File: src/rtl/core/bta_pkg.sv
// ----------------------------------------------------------------------------
// bta_pkg
// shared types, codes and defaults of the bounded task admission unit
// ----------------------------------------------------------------------------
package bta_pkg;

    localparam int RUN_SLOTS_DEF  = 16;
    localparam int PEND_DEPTH_DEF = 16;
    localparam int TAG_WIDTH_DEF  = 32;

    localparam int ID_W     = 32;
    localparam int LIMIT_W  = 5;
    localparam int STATUS_W = 3;

    localparam logic [LIMIT_W-1:0] LIMIT_RESET = 5'd10;

    localparam logic REQ_ADD    = 1'b0;
    localparam logic REQ_REMOVE = 1'b1;

    localparam logic KIND_START  = 1'b0;
    localparam logic KIND_STATUS = 1'b1;

    typedef enum logic [STATUS_W-1:0] {
        ST_STARTED   = 3'd0,
        ST_QUEUED    = 3'd1,
        ST_DUPLICATE = 3'd2,
        ST_DROPPED   = 3'd3,
        ST_REMOVED   = 3'd4,
        ST_NOT_FOUND = 3'd5
    } t_rstat;

    typedef enum logic [3:0] {
        S_IDLE,
        S_PR_CHK,
        S_PR_EMIT,
        S_RS_RD,
        S_RS_CMP,
        S_PS_CHK,
        S_PS_RD,
        S_PS_CMP,
        S_DECIDE,
        S_ADD_START,
        S_STATUS
    } t_state;

    // commands from controller to datapath
    typedef struct packed {
        logic   accept;
        logic   idx_clr;
        logic   idx_inc;
        logic   run_rd;
        logic   run_cmp;
        logic   pend_rd_idx;
        logic   pend_rd_head;
        logic   pend_cmp;
        logic   pend_rm_done;
        logic   promote_take;
        logic   add_start;
        logic   add_queue;
        logic   emit_status;
        t_rstat code;
    } t_cmd;

    // status from datapath to controller
    typedef struct packed {
        logic req_type;
        logic room;
        logic pend_nonempty;
        logic pend_full;
        logic run_last;
        logic pend_scan_done;
        logic dup;
        logic found;
        logic out_free;
    } t_sts;

endpackage

File: src/rtl/core/bta_ctrl.sv
// ----------------------------------------------------------------------------
// bta_ctrl
// request sequencer: promote, scan, decide and emit
// ----------------------------------------------------------------------------
module bta_ctrl (
    input  logic          i_clk,
    input  logic          i_rst_n,
    input  logic          i_in_valid,
    input  logic          i_req_type,
    input  bta_pkg::t_sts i_sts,
    output logic          o_busy,
    output bta_pkg::t_cmd o_cmd
);

    bta_pkg::t_state r_state, n_state;
    bta_pkg::t_rstat r_code, n_code;
    logic            w_acc;

    assign o_busy = (r_state != bta_pkg::S_IDLE);
    assign w_acc  = i_in_valid && (r_state == bta_pkg::S_IDLE);

    always_ff @(posedge i_clk) begin
        if (!i_rst_n) begin
            r_state <= bta_pkg::S_IDLE;
            r_code  <= bta_pkg::ST_STARTED;
        end else begin
            r_state <= n_state;
            r_code  <= n_code;
        end
    end

    // next state
    always_comb begin
        n_state = r_state;
        n_code  = r_code;
        case (r_state)
            bta_pkg::S_IDLE: begin
                if (w_acc) begin
                    // add promotes first, remove scans first
                    n_state = (i_req_type == bta_pkg::REQ_ADD) ?
                              bta_pkg::S_PR_CHK : bta_pkg::S_RS_RD;
                end
            end
            bta_pkg::S_PR_CHK: begin
                if (i_sts.pend_nonempty && i_sts.room)
                    n_state = bta_pkg::S_PR_EMIT;
                else if (i_sts.req_type == bta_pkg::REQ_ADD)
                    n_state = bta_pkg::S_RS_RD;
                else
                    n_state = bta_pkg::S_STATUS;
            end
            bta_pkg::S_PR_EMIT: begin
                if (i_sts.out_free)
                    n_state = bta_pkg::S_PR_CHK;
            end
            bta_pkg::S_RS_RD: n_state = bta_pkg::S_RS_CMP;
            bta_pkg::S_RS_CMP: begin
                n_state = i_sts.run_last ? bta_pkg::S_PS_CHK : bta_pkg::S_RS_RD;
            end
            bta_pkg::S_PS_CHK: begin
                if (!i_sts.pend_scan_done)
                    n_state = bta_pkg::S_PS_RD;
                else if (i_sts.req_type == bta_pkg::REQ_ADD)
                    n_state = bta_pkg::S_DECIDE;
                else
                    n_state = bta_pkg::S_PR_CHK;
            end
            bta_pkg::S_PS_RD:  n_state = bta_pkg::S_PS_CMP;
            bta_pkg::S_PS_CMP: n_state = bta_pkg::S_PS_CHK;
            bta_pkg::S_DECIDE: begin
                if (i_sts.dup) begin
                    n_code  = bta_pkg::ST_DUPLICATE;
                    n_state = bta_pkg::S_STATUS;
                end else if (i_sts.room) begin
                    n_code  = bta_pkg::ST_STARTED;
                    n_state = bta_pkg::S_ADD_START;
                end else if (!i_sts.pend_full) begin
                    n_code  = bta_pkg::ST_QUEUED;
                    n_state = bta_pkg::S_STATUS;
                end else begin
                    n_code  = bta_pkg::ST_DROPPED;
                    n_state = bta_pkg::S_STATUS;
                end
            end
            bta_pkg::S_ADD_START: begin
                if (i_sts.out_free)
                    n_state = bta_pkg::S_STATUS;
            end
            bta_pkg::S_STATUS: begin
                if (i_sts.out_free)
                    n_state = bta_pkg::S_IDLE;
            end
            default: n_state = bta_pkg::S_IDLE;
        endcase
    end

    // outputs
    always_comb begin
        o_cmd      = '0;
        o_cmd.code = r_code;
        case (r_state)
            bta_pkg::S_IDLE: o_cmd.accept = w_acc;
            bta_pkg::S_PR_CHK: begin
                if (i_sts.pend_nonempty && i_sts.room)
                    o_cmd.pend_rd_head = 1'b1;
                else if (i_sts.req_type == bta_pkg::REQ_ADD)
                    o_cmd.idx_clr = 1'b1;
            end
            bta_pkg::S_PR_EMIT: o_cmd.promote_take = i_sts.out_free;
            bta_pkg::S_RS_RD:   o_cmd.run_rd = 1'b1;
            bta_pkg::S_RS_CMP: begin
                o_cmd.run_cmp = 1'b1;
                if (i_sts.run_last)
                    o_cmd.idx_clr = 1'b1;
                else
                    o_cmd.idx_inc = 1'b1;
            end
            bta_pkg::S_PS_CHK: begin
                if (i_sts.pend_scan_done && i_sts.req_type == bta_pkg::REQ_REMOVE)
                    o_cmd.pend_rm_done = 1'b1;
            end
            bta_pkg::S_PS_RD: o_cmd.pend_rd_idx = 1'b1;
            bta_pkg::S_PS_CMP: begin
                o_cmd.pend_cmp = 1'b1;
                o_cmd.idx_inc  = 1'b1;
            end
            bta_pkg::S_DECIDE: begin
                o_cmd.add_queue = !i_sts.dup && !i_sts.room && !i_sts.pend_full;
            end
            bta_pkg::S_ADD_START: o_cmd.add_start = i_sts.out_free;
            bta_pkg::S_STATUS: begin
                o_cmd.emit_status = i_sts.out_free;
                if (i_sts.req_type == bta_pkg::REQ_REMOVE)
                    o_cmd.code = i_sts.found ? bta_pkg::ST_REMOVED : bta_pkg::ST_NOT_FOUND;
            end
            default: o_cmd = '0;
        endcase
    end

endmodule

File: src/rtl/core/bta_dp.sv
// ----------------------------------------------------------------------------
// bta_dp
// tag stores, slot valid bits, fifo pointers, limit register, output word
// ----------------------------------------------------------------------------
module bta_dp #(
    parameter int RUN_SLOTS  = bta_pkg::RUN_SLOTS_DEF,
    parameter int PEND_DEPTH = bta_pkg::PEND_DEPTH_DEF,
    parameter int TAG_WIDTH  = bta_pkg::TAG_WIDTH_DEF
) (
    input  logic                          i_clk,
    input  logic                          i_rst_n,
    input  logic                          i_req_type,
    input  logic [bta_pkg::ID_W-1:0]      i_task_id,
    input  logic                          i_cfg_valid,
    input  logic [bta_pkg::LIMIT_W-1:0]   i_cfg_data,
    input  logic                          i_out_stall,
    input  bta_pkg::t_cmd                 i_cmd,
    output bta_pkg::t_sts                 o_sts,
    output logic                          o_out_valid,
    output logic                          o_kind,
    output logic [bta_pkg::ID_W-1:0]      o_out_id,
    output logic [bta_pkg::STATUS_W-1:0]  o_status,
    output logic                          o_last
);

    localparam int RA = (RUN_SLOTS > 1) ? $clog2(RUN_SLOTS) : 1;
    localparam int RC = $clog2(RUN_SLOTS + 1);
    localparam int PA = (PEND_DEPTH > 1) ? $clog2(PEND_DEPTH) : 1;
    localparam int PC = $clog2(PEND_DEPTH + 1);
    localparam int IW = (RC > PC) ? RC : PC;
    localparam int LW = (RC > bta_pkg::LIMIT_W) ? RC : bta_pkg::LIMIT_W;

    logic [TAG_WIDTH-1:0]        run_mem  [RUN_SLOTS];
    logic [TAG_WIDTH-1:0]        pend_mem [PEND_DEPTH];

    logic                        r_req_type;
    logic [TAG_WIDTH-1:0]        r_tag;
    logic [bta_pkg::LIMIT_W-1:0] r_limit;
    logic [RUN_SLOTS-1:0]        r_run_vld;
    logic [RC-1:0]               r_run_cnt;
    logic [PA-1:0]               r_head;
    logic [PC-1:0]               r_count;
    logic [IW-1:0]               r_idx;
    logic [PC-1:0]               r_wptr;
    logic [TAG_WIDTH-1:0]        r_rd_data;
    logic [TAG_WIDTH-1:0]        r_pd_data;
    logic                        r_dup;
    logic                        r_found;

    logic                        r_out_valid;
    logic                        r_kind;
    logic [bta_pkg::ID_W-1:0]    r_out_id;
    logic [bta_pkg::STATUS_W-1:0] r_status;
    logic                        r_last;

    logic [LW-1:0]               w_lim;
    logic [RA-1:0]               w_free;
    logic                        w_out_free;
    logic                        w_place;
    logic [TAG_WIDTH-1:0]        w_place_tag;
    logic                        w_load;
    logic [RA-1:0]               w_ridx;
    logic                        w_run_hit;
    logic                        w_pend_hit;
    logic [PA-1:0]               w_rd_addr;
    logic [PA-1:0]               w_wr_addr;
    logic                        w_pend_wr;
    logic [TAG_WIDTH-1:0]        w_pend_wdata;

    // ring address: head plus an offset that stays within the fifo depth
    function automatic logic [PA-1:0] ring(input logic [PA-1:0] head,
                                           input logic [PC-1:0] off);
        logic [PC:0] sum;
        sum = (PC+1)'(head) + (PC+1)'(off);
        if (sum >= (PC+1)'(PEND_DEPTH))
            sum = sum - (PC+1)'(PEND_DEPTH);
        return sum[PA-1:0];
    endfunction

    assign w_lim = (LW'(r_limit) > LW'(RUN_SLOTS)) ? LW'(RUN_SLOTS) : LW'(r_limit);
    assign w_out_free = !r_out_valid || !i_out_stall;
    assign w_ridx     = r_idx[RA-1:0];
    assign w_run_hit  = r_run_vld[w_ridx] && (r_rd_data == r_tag);
    assign w_pend_hit = (r_pd_data == r_tag);

    // lowest free running slot
    always_comb begin
        w_free = '0;
        for (int i = RUN_SLOTS - 1; i >= 0; i--) begin
            if (!r_run_vld[i])
                w_free = RA'(i);
        end
    end

    assign w_place     = i_cmd.promote_take || i_cmd.add_start;
    assign w_place_tag = i_cmd.promote_take ? r_pd_data : r_tag;
    assign w_load      = w_place || i_cmd.emit_status;

    assign w_rd_addr = i_cmd.pend_rd_head ? r_head : ring(r_head, r_idx[PC-1:0]);
    assign w_wr_addr = i_cmd.add_queue ? ring(r_head, r_count) : ring(r_head, r_wptr);
    assign w_pend_wr = i_cmd.add_queue || (i_cmd.pend_cmp && r_req_type && !w_pend_hit);
    assign w_pend_wdata = i_cmd.add_queue ? r_tag : r_pd_data;

    always_ff @(posedge i_clk) begin
        if (w_place)
            run_mem[w_free] <= w_place_tag;
        if (i_cmd.run_rd)
            r_rd_data <= run_mem[w_ridx];
    end

    always_ff @(posedge i_clk) begin
        if (w_pend_wr)
            pend_mem[w_wr_addr] <= w_pend_wdata;
        if (i_cmd.pend_rd_head || i_cmd.pend_rd_idx)
            r_pd_data <= pend_mem[w_rd_addr];
    end

    always_ff @(posedge i_clk) begin
        if (i_cmd.accept) begin
            r_req_type <= i_req_type;
            r_tag      <= TAG_WIDTH'(i_task_id);
        end
        if (w_load) begin
            r_kind   <= i_cmd.emit_status ? bta_pkg::KIND_STATUS : bta_pkg::KIND_START;
            r_out_id <= i_cmd.emit_status ? bta_pkg::ID_W'(r_tag)
                                          : bta_pkg::ID_W'(w_place_tag);
            r_status <= i_cmd.emit_status ? i_cmd.code : bta_pkg::ST_STARTED;
            r_last   <= i_cmd.emit_status;
        end
    end

    always_ff @(posedge i_clk) begin
        if (!i_rst_n) begin
            r_limit     <= bta_pkg::LIMIT_RESET;
            r_run_vld   <= '0;
            r_run_cnt   <= '0;
            r_head      <= '0;
            r_count     <= '0;
            r_idx       <= '0;
            r_wptr      <= '0;
            r_dup       <= 1'b0;
            r_found     <= 1'b0;
            r_out_valid <= 1'b0;
        end else begin
            if (i_cfg_valid)
                r_limit <= i_cfg_data;

            if (i_cmd.accept || i_cmd.idx_clr) begin
                r_idx  <= '0;
                r_wptr <= '0;
            end else if (i_cmd.idx_inc) begin
                r_idx <= r_idx + 1'b1;
            end

            if (i_cmd.accept) begin
                r_dup   <= 1'b0;
                r_found <= 1'b0;
            end

            if (i_cmd.run_cmp && w_run_hit) begin
                if (r_req_type == bta_pkg::REQ_REMOVE) begin
                    r_run_vld[w_ridx] <= 1'b0;
                    r_run_cnt         <= r_run_cnt - 1'b1;
                    r_found           <= 1'b1;
                end else begin
                    r_dup <= 1'b1;
                end
            end

            if (i_cmd.pend_cmp) begin
                if (w_pend_hit) begin
                    if (r_req_type == bta_pkg::REQ_REMOVE)
                        r_found <= 1'b1;
                    else
                        r_dup <= 1'b1;
                end else if (r_req_type == bta_pkg::REQ_REMOVE) begin
                    r_wptr <= r_wptr + 1'b1;
                end
            end

            if (i_cmd.pend_rm_done)
                r_count <= r_wptr;

            if (w_place) begin
                r_run_vld[w_free] <= 1'b1;
                r_run_cnt         <= r_run_cnt + 1'b1;
            end

            if (i_cmd.promote_take) begin
                r_head  <= (r_head == PA'(PEND_DEPTH - 1)) ? '0 : r_head + 1'b1;
                r_count <= r_count - 1'b1;
            end

            if (i_cmd.add_queue)
                r_count <= r_count + 1'b1;

            if (w_load)
                r_out_valid <= 1'b1;
            else if (!i_out_stall)
                r_out_valid <= 1'b0;
        end
    end

    always_comb begin
        o_sts.req_type       = r_req_type;
        o_sts.room           = LW'(r_run_cnt) < w_lim;
        o_sts.pend_nonempty  = (r_count != '0);
        o_sts.pend_full      = (r_count == PC'(PEND_DEPTH));
        o_sts.run_last       = (r_idx == IW'(RUN_SLOTS - 1));
        o_sts.pend_scan_done = (r_idx >= IW'(r_count));
        o_sts.dup            = r_dup;
        o_sts.found          = r_found;
        o_sts.out_free       = w_out_free;
    end

    assign o_out_valid = r_out_valid;
    assign o_kind      = r_kind;
    assign o_out_id    = r_out_id;
    assign o_status    = r_status;
    assign o_last      = r_last;

endmodule

File: src/rtl/core/bounded_task_admission_unit.sv
// sequencing: one request at a time; a request runs the promotion loop and the
//   scans of every running slot and every fifo entry (an add promotes first, a
//   remove scans first), then emits; the sequencer passes through idle before the
//   next request, set by the sequential slot and fifo scans through the single
//   read port of each tag store
// reset: synchronous active low; clears slot valid bits, fifo count, limit to 10
// ----------------------------------------------------------------------------
// bounded_task_admission_unit
// admits task tags under a concurrency limit, overflow waits in a fifo
// ----------------------------------------------------------------------------
module bounded_task_admission_unit #(
    parameter int RUN_SLOTS  = bta_pkg::RUN_SLOTS_DEF,
    parameter int PEND_DEPTH = bta_pkg::PEND_DEPTH_DEF,
    parameter int TAG_WIDTH  = bta_pkg::TAG_WIDTH_DEF
) (
    input  logic                          i_clk,
    input  logic                          i_rst_n,
    // request word
    input  logic                          i_in_valid,
    output logic                          o_in_stall,
    input  logic                          i_req_type,
    input  logic [bta_pkg::ID_W-1:0]      i_task_id,
    // limit register write
    input  logic                          i_cfg_valid,
    output logic                          o_cfg_ready,
    input  logic [bta_pkg::LIMIT_W-1:0]   i_cfg_data,
    // result word
    output logic                          o_out_valid,
    input  logic                          i_out_stall,
    output logic                          o_kind,
    output logic [bta_pkg::ID_W-1:0]      o_out_id,
    output logic [bta_pkg::STATUS_W-1:0]  o_status,
    output logic                          o_last
);

    bta_pkg::t_cmd w_cmd;
    bta_pkg::t_sts w_sts;
    logic          w_busy;

    // a request is taken only while the sequencer is idle; the result word
    // sits in its own register so the next request can enter meanwhile
    assign o_in_stall  = w_busy;
    // limit writes are always taken
    assign o_cfg_ready = 1'b1;

    // sequencer: promotion loop, slot scan, fifo scan, decision, emit
    bta_ctrl u_ctrl (
        .i_clk      (i_clk),
        .i_rst_n    (i_rst_n),
        .i_in_valid (i_in_valid),
        .i_req_type (i_req_type),
        .i_sts      (w_sts),
        .o_busy     (w_busy),
        .o_cmd      (w_cmd)
    );

    // tag stores, valid bits, fifo ring pointers, output register
    bta_dp #(
        .RUN_SLOTS  (RUN_SLOTS),
        .PEND_DEPTH (PEND_DEPTH),
        .TAG_WIDTH  (TAG_WIDTH)
    ) u_dp (
        .i_clk       (i_clk),
        .i_rst_n     (i_rst_n),
        .i_req_type  (i_req_type),
        .i_task_id   (i_task_id),
        .i_cfg_valid (i_cfg_valid),
        .i_cfg_data  (i_cfg_data),
        .i_out_stall (i_out_stall),
        .i_cmd       (w_cmd),
        .o_sts       (w_sts),
        .o_out_valid (o_out_valid),
        .o_kind      (o_kind),
        .o_out_id    (o_out_id),
        .o_status    (o_status),
        .o_last      (o_last)
    );

endmodule

File: config.mk
export PLATFORM = sky130hd
export DESIGN_NAME = bounded_task_admission_unit
export DESIGN_NICKNAME = d
export VERILOG_FILES = /design/src/rtl/core/bta_pkg.sv /design/src/rtl/core/bta_ctrl.sv /design/src/rtl/core/bta_dp.sv /design/src/rtl/core/bounded_task_admission_unit.sv
export SDC_FILE = /design/constraint.sdc
export NUM_CORES = 2
export LEC_CHECK = 0
export BUFFER_PORTS_ARGS = -buffer_cell sky130_fd_sc_hd__buf_2
export CAP_MARGIN = 20
export CORE_MARGIN = 2
export CORE_UTILIZATION = 35
export DETAILED_ROUTE_END_ITERATION = 16
export PLACE_DENSITY = 0.59
export REMOVE_ABC_BUFFERS = 1
export SYNTH_ARGS = -nofsm -noshare
export SYNTH_HDL_FRONTEND = slang
export SYNTH_HIERARCHICAL = 1
export SYNTH_SLANG_ARGS = --single-unit
export TNS_END_PERCENT = 5
File: constraint.sdc
create_clock -name i_clk -period 13.5 [get_ports i_clk]
set_clock_uncertainty 0.1 [all_clocks]
set_input_delay 4.05 -clock i_clk [delete_from_list [all_inputs] [get_ports i_clk]]
set_output_delay 4.05 -clock i_clk [all_outputs]
set_load 0.02 [all_outputs]
==> metrics.md <==
| Metric | Value |
|---|---|
| Share of cells above drive strength 1 | `22.1%` |
| Initial antenna violation count | `2` |
| Setup crit start kind | `input port` |
| Synth cell types | `80` |
| CTS Sinks | `1211` |
| Cell taking the most area after synthesis | `edfxtp_1` |
| Post-Route WL | `120000 um` |
| Worst R2R End | `u_dp/r_pd_data[13]` |
| Sequential cell area fraction in the yosys report | `between 70% and 80%` |
| Crit. End Element | `flip-flop` |
| Die Span Y | `roughly 380 um` |
| Worst relative slew slack | `26.3%` |
| FF-to-FF setup slack | `7.46 ns` |
| Delay-heaviest family, CP | `simple AND/OR/NAND/NOR gates` |
| Fin crit period | `7.49 ns` |
| Most common library cells after synthesis | `1157 x edfxtp_1, 311 x nand2_1, 195 x mux4_2` |
| # diodes | `0` |
| #FFs+latches synth | `between 1k and 1.5k` |
| DRC | `0` |
| Buffer count from post-CTS setup fixing | `0` |
| Sum of negative setup slack | `0 ns` |
| Cell with the most instances after synthesis | `edfxtp_1` |
| Final setup fails | `0` |
| Hold Crit Depth | `2` |
| DP HPWL | `65700 um` |
| Worst Min Path Start | `u_dp/r_limit[1]` |
| Synthesized instance count | `2887` |
| Synth top area share | `70.3%` |
| Netlist Area Pre-Place | `0.0494 sq mm` |
| Final net count | `3055` |
| WS Path Type | `input port to flip-flop` |
| Pre-antenna DRT Iters | `8` |
| Core box area | `0.140 sq mm` |
| Post-route cell area | `0.0563 sq mm` |
| EDFF count, synth | `1157` |
| Max rail drop VDD | `0.000122 V` |
| Total congestion overflow | `0` |
| RSZ-0062 raised after global routing | `false` |
| Initial DRC Count | `between 2k and 2.5k` |
| CTS tree | `yes` |
| H-Tree Depth | `3` |
| Worst-path clk slew | `0.06 ns` |
| Total CTS buffers | `121` |
| Avg Vias per Cell | `about 5.2` |
| Area grow syn2layout | `13.8%` |
| Top cell by count, worst path | `inv_2` |
| Startpoint of the worst-slack reg-to-reg timing path | `u_dp/r_limit[4]` |
| Clk_lat worst skew | `0.76 ns` |
| Cell depth of the worst flop-to-flop path | `20` |
| Critical Path AT | `8.02 ns` |
| Final hold violation count | `0` |
| Worst hold path class | `flip-flop to flip-flop` |
| Critical path's slowest cell | `inv_2` |
| Post-synth top flop | `edfxtp_1` |
| Worst Path Buf+Inv | `4` |
| Largest net degree at the start of global routing | `156` |
| Synth warn | `6` |
| Final RePlAce weighted congestion | `0.793` |
| MaxCap Viol Count | `0` |
| Die outline area | `0.144 sq mm` |
| Outcome | `completed` |
| DRT antenna net count | `0` |
| Achievable frequency | `133 MHz` |
| Synth area leaders | `edfxtp_1 70%, mux4_2 8.9%, nand2_1 2.4%` |
| Root buffer cell | `clkbuf_16` |
| Worst slew pin tran | `1.10 ns` |
| Worst hold endpoint | `u_dp/r_limit[1]` |
| Global-route wire length before repair | `~180000 um` |
| Die width | `380 um` |
| CTS max path bufs | `3` |
| Crit path max fanout | `48` |
| Starting Density | `35.3%` |
| PostCTS Resize Cnt | `0` |
| Num rows | `137` |
| Hold Buf Count CTS | `0` |
| Fin crit share | `55.5%` |
| Wire length per cell | `around 24 um` |
| Pwr/cell area | `183 mW/mm^2` |
| Vias post-DR | `between 20k and 30k` |
| Crit-path cells | `buf_2, nand2_1, and3_2, buf_4, or2_4, inv_2, nor4_1, nand3b_1, or3_1, inv_2, o21ai_0, a31oi_1` |
| Worst Path Required | `14.03 ns` |
| Top-Level Pins | `between 80 and 90` |
| Max incr delay on CP | `0.74 ns` |
| Total power | `between 10 and 15 mW` |
| Vias in the first global route | `25.9k` |
| Placed Area | `0.0522 sq mm` |
| Avg Synthesized Cell Area | `17.1 sq um` |
| PortBufs | `81` |
| Global-route usage over all layers | `between 10% and 20%` |
| Static Leak | `between 15 and 20 nW` |
| Ys async rst share | `0%` |
| Slew Limit Fails | `0` |
## cell usage in the layout (no fill, tap or decap), types with 63 or more instances in the layout
cell type / synthesis / routed
buf_4: 6 / 64
a31oi_1: 134 / 134
mux2_2: 99 / 98
edfxtp_1: 1157 / 1157
mux4_2: 195 / 195
a211oi_1: 136 / 136
nand2_1: 311 / 311
buf_2: 43 / 81
xnor2_1: 64 / 63
clkbuf_16: 0 / 123
and2_1: 130 / 130
## area by class of cell
cell class / instances / area (sq um)
multi-input combinational: 1465 / 13000
timing repair buffer: 146 / 906
clock inverter: 81 / 881
tap: 1876 / 2350
sequential: 1211 / 35800
inverter: 36 / 135
clock buffer: 148 / 3170
fill: 12700 / 83600
## state kept, by name, indices dropped and copies added (netlist names)
name	cells
u_dp/r_idx	5
u_dp/o_status	3
u_dp/r_limit	5
u_dp/o_out_id	32
u_dp/r_tag	32
u_dp/r_dup	1
u_dp/pend_mem	512
u_ctrl/r_code	2
u_dp/r_head	4
u_dp/r_req_type	1
u_dp/r_run_cnt	5
u_dp/o_out_valid	1
u_dp/r_run_vld	16
u_dp/r_count	5
u_dp/r_rd_data	32
u_dp/r_found	1
u_dp/run_mem	512
u_ctrl/r_state	4
u_dp/o_kind	1
u_dp/r_wptr	5
u_dp/r_pd_data	32
## worst max-delay path by stage
stage,start,end,slack (ns),depth (start not counted)
after global routing,i_out_stall,u_dp/r_run_vld[15],5.78,12
after CTS,i_out_stall,u_dp/r_run_vld[15],6.00,12
after floorplan,u_dp/r_idx[0],u_dp/r_pd_data[0],-3.40,8
after detailed placement,i_out_stall,u_dp/run_mem[15][28],5.27,10
final,i_out_stall,u_dp/r_run_vld[15],6.01,12
after global placement,i_out_stall,u_dp/r_run_vld[15],5.29,12
## routing by layer
metal,part of all wire (%),GRT usage (%),vias up
met3,4.6,2.10,182
met4,3.1,5.81,0
met5,0,0,-
li1,-,-,11600
met1,42,21.7,13400
met2,50,28.1,667
## report_power, final
group          switching [mW]  total, mW  internal, mW
Clock                    1.44       3.40          1.96
Sequential              0.235       4.94          4.70
Combinational            1.28       1.95         0.665
Total                    2.96       10.3          7.33
## stage by stage
step           hold WS, ns  instances  worst slack, ns  util, %
2_1_floorplan        0.341       2712            -3.40        -
3_3_place_gp         0.377       4733             5.29     37.3
3_5_place_dp         0.379       4733             5.27     37.3
4_1_cts              0.396       4962             6.00     40.2
5_1_grt              0.422       4963             5.78     40.2
6_report             0.386       4963             6.01     40.2
## tightest hold or removal path, stage by stage (launching register included)
cell	delay (ns)
dfxtp_1	0.33
mux2i_1	0.07
nand2_1	0.05
## cells by family (layout without fill, tap and decap cells)
| logic type | after synthesis | in the layout | synth area share (%) |
|---|---|---|---|
| DFF | 1211 | 1211 | 72.5 |
| muxes | 306 | 306 | 11.4 |
| buffers and inverters | 211 | 411 | 1.87 |
| and+or+nand+nor | 647 | 647 | 6.38 |
| adders and majority gates | 31 | 31 | 0.830 |
| other | 1 | 1 | 0.00759 |
| xor gates and xnor gates | 87 | 87 | 1.56 |
| AOI/OAI and AO/OA | 393 | 393 | 5.51 |
Power figures use the tool's default switching activity.
